--- src/rtl/bipartite_check_with_undo_core_macros.svh ---
// Assertion macros shared by the RTL.
`ifndef BIPARTITE_CHECK_WITH_UNDO_CORE_MACROS_SVH
`define BIPARTITE_CHECK_WITH_UNDO_CORE_MACROS_SVH
// Implication checked every clock, skipped during reset.
`define ASSERT_IMPL(label, clk, rst, pre, post) \
   label: assert property (@(posedge clk) disable iff (rst) (pre) |-> (post)) \
      else $error("assertion failed");
// Next-cycle implication, skipped during reset.
`define ASSERT_NEXT(label, clk, rst, pre, post) \
   label: assert property (@(posedge clk) disable iff (rst) (pre) |=> (post)) \
      else $error("assertion failed");
`endif

--- src/rtl/bcu_ram.sv ---
// ----------------------------------------------------------------------------
// bcu_ram
// Single-port RAM with registered read.
// ----------------------------------------------------------------------------
`default_nettype none
module bcu_ram #(
   parameter int WIDTH = 8,
   parameter int DEPTH = 16
) (
   input  wire logic                     clock,
   input  wire logic                     wr_en,
   input  wire logic [$clog2(DEPTH)-1:0] addr,
   input  wire logic [WIDTH-1:0]         wr_data,
   output logic      [WIDTH-1:0]         rd_data
);
   logic [WIDTH-1:0] mem [DEPTH];

   always_ff @(posedge clock) begin
      if (wr_en) begin
         mem[addr] <= wr_data;
      end
      rd_data <= mem[addr];
   end
endmodule
`default_nettype wire

--- config.mk ---
export PLATFORM = sky130hd
export DESIGN_NAME = bcu_ram
export DESIGN_NICKNAME = d
export VERILOG_FILES = /design/src/rtl/bipartite_check_with_undo_core_macros.svh /design/src/rtl/bcu_ram.sv
export SDC_FILE = /design/constraint.sdc
export NUM_CORES = 1
export LEC_CHECK = 0
export ABC_AREA = 1
export ABC_CLOCK_PERIOD_IN_PS = 1430
export BUFFER_PORTS_ARGS = -buffer_cell sky130_fd_sc_hd__buf_2
export CORE_UTILIZATION = 49
export DETAILED_ROUTE_END_ITERATION = 7
export PLACE_DENSITY = 0.73
export SLEW_MARGIN = 10
export SYNTH_ARGS = -nofsm -noshare
export SYNTH_HDL_FRONTEND = slang
export SYNTH_SLANG_ARGS = --single-unit
--- constraint.sdc ---
create_clock -name clock -period 1.43 [get_ports clock]
set_input_delay 0 -clock clock [delete_from_list [all_inputs] [get_ports clock]]
set_output_delay 0 -clock clock [all_outputs]
set_load 0.02 [all_outputs]
==> flow_summary.ini <==
[placement]
dpl-instance-area_sq_um = 5970
placement.setup.worst_slack_ns = 0.171
gp_congestion = 0.851
dp_hpwl_mm = 7.40
port_buffers = 21

[worst_setup_path]
worstPathMaxFanout = 1
critPathKind = reg -> reg
crit_path_frequent_cell = nand2_1
critical_path.cell_chain = nand2_1, nand2_1, nand2_1, nand2_1, nand2_1, nand2_1, inv_1, nand2_1
cp_slowest_cell = edfxtp_1
arrival_ns = 1.34
startpoint_class_of_the_critical_path = flop
critical_path.endpoint_type = flop
crit_buf_inv = 1
maximum_single_stage_delay_on_the_critical_path_ns = 0.38
cp.required_ns = 1.74
critical-path-top-delay-family = simple AND/OR/NAND/NOR gates

[floorplan]
die_span_y_um = 109
core_region_area_sq_um = 11000
top_level_ports = 22
die_w_um = 109
placement_rows = 38
initial_core_util_pct = 50.9
die_area_sq_um = 11800

[clocking]
tritoncts = built
cts_max_path_buffers = 2
post_cts_resize_count = 0
clock_sink_count = 136
postCtsSetupBuffers = 0
post_cts_hold_buffer_count = 0
clk_root_buffer_cell = clkbuf_16
numCtsBuffers = 17
path_clk_slew_ns = 0.06
h_tree_lvl_count = 4
clock_insertion_delay_worst_skew_ns = 0.41

[routing]
antenna_violating_nets_left = 0
initialDrtViolationCount = 328
drt_pre_antenna_iters = 5
route.detailed.drc = 0
via_count = 3805
routed_wl_mm = 12.1
avgRoutedWirePerCell_um = 16.2
detailed_route_vias_per_instance = 5.09

[grt]
grt_overflow_total = 0
grt_usage_pct = 22.8
maximum_number_of_pins_on_one_net_before_global_route_repair = 49
antenna_found_initial = 0
grt_first_pass_wirelength_mm = 19.3
vias_in_the_first_global_route = 3790

[cells_and_area]
finalNetCount = 608
areaGrowthSynthToFinish_pct = 17.9
regArea_sq_um = 4000
insertedDiodeCount = 0
drive_above_1_share_pct = 13.0
final_cell_mix = nand2_1, edfxtp_1, buf_4, inv_1, buf_2
fin_area_sq_um = 6590
finalCoreUtilization_pct = 60.0
final_common_cell = nand2_1
multi_input_logic_area_sq_um = 1390
fillers = 872

[hold_path]
hold_path_class = in -> reg

[job]
max_capacitance_violation_count = 0

[power]
p_per_area_nw_per_um2 = 1460
cell_leakage_power_nw = 2.87
peakVddDrop_mv = 1.33

[synthesis]
mappedNetlistNets = 562
synth_sequential_area_ratio_pct = 71.6
synthCells = 548
yosys_synthesis_warning_count = 0
yosysUniqueCellTypes = 11
syn_area_per_cell_sq_um = 10.2
netlist_area_sq_um = 5590
ys_ff_latch = 136

[timing]
worstMarginPinSlew_ns = 0.420
timing_max_transition_violations_final = 0
timing.final.setup_violations = 0
hold_viol_final = 0
fin_ws_ns = 0.396
period_needed_ns = 1.03
max-slew-margin-rel_pct = 72.0
skew_ns = 0.00711
setup_tns_ns = 0
clock.fmax_ghz = 0.967
rsz0062_at_grt = false
post-route-period-util_pct = 72.3

[status]
status = finished clean
==> flip-flops by register name, indices dropped and copies added (netlist names) <==
name,flops
mem,128
rd_data,8
==> cell families (layout without fill, tap and decap cells) <==
kind of cell | Yosys count | in the layout | synth area share, %
simple gates | 368 | 368 | 24.8
flops | 136 | 136 | 71.6
buf+inv | 44 | 103 | 3.62
==> synthesized netlist by cell type <==
cell | count | share of area (%)
buf_4 | 6 | 0.81
nand3_1 | 4 | 0.36
inv_2 | 1 | 0.067
clkinv_1 | 1 | 0.067
nand2_1 | 346 | 23
clkbuf_1 | 3 | 0.20
nor2_1 | 18 | 1.2
edfxtp_1 | 128 | 69
dfxtp_1 | 8 | 2.9
inv_1 | 21 | 1.4
buf_2 | 12 | 1.1
==> cell type report <==
cell class / count / share of cell area (%)
clock inverter: 13 / 2.71
tap: 140 / 2.66
inverter: 23 / 1.31
multi-input combinational: 368 / 21.0
sequential: 136 / 60.7
clock buffer: 19 / 6.72
timing repair buffer: 48 / 4.86
==> power breakdown <==
group          internal, mW  switching (mW)
Clock                  2.95            1.59
Combinational         0.162           0.419
Sequential             4.46          0.0256
==> per-stage QoR <==
stage | power, mW | instances | hold WS (ns)
detailed placement | 5.13 | 715 | 0.415
global placement | 5.12 | 715 | 0.416
finish | 9.60 | 747 | 0.0293
floorplan | 4.90 | 548 | 0.0989
CTS | 9.65 | 747 | 0.0187
global route | 9.87 | 747 | 0.0287
==> worst paths after layout <==
path	slack, ns	to	from	cells after the start
max	0.40	rd_data[3]	mem[2][3]	8
min reg2reg	0.72	rd_data[2]	mem[10][2]	8
max reg2reg	0.40	rd_data[3]	mem[2][3]	8
min	0.03	mem[11][6]	wr_data[6]	1
==> layer usage <==
metal	wire [um]	GRT usage (%)
met5	0	0
met4	303	9.27
met3	779	5.38
met1	5050	29.0
met2	5980	37.7
(Power assumes the default switching activity.)
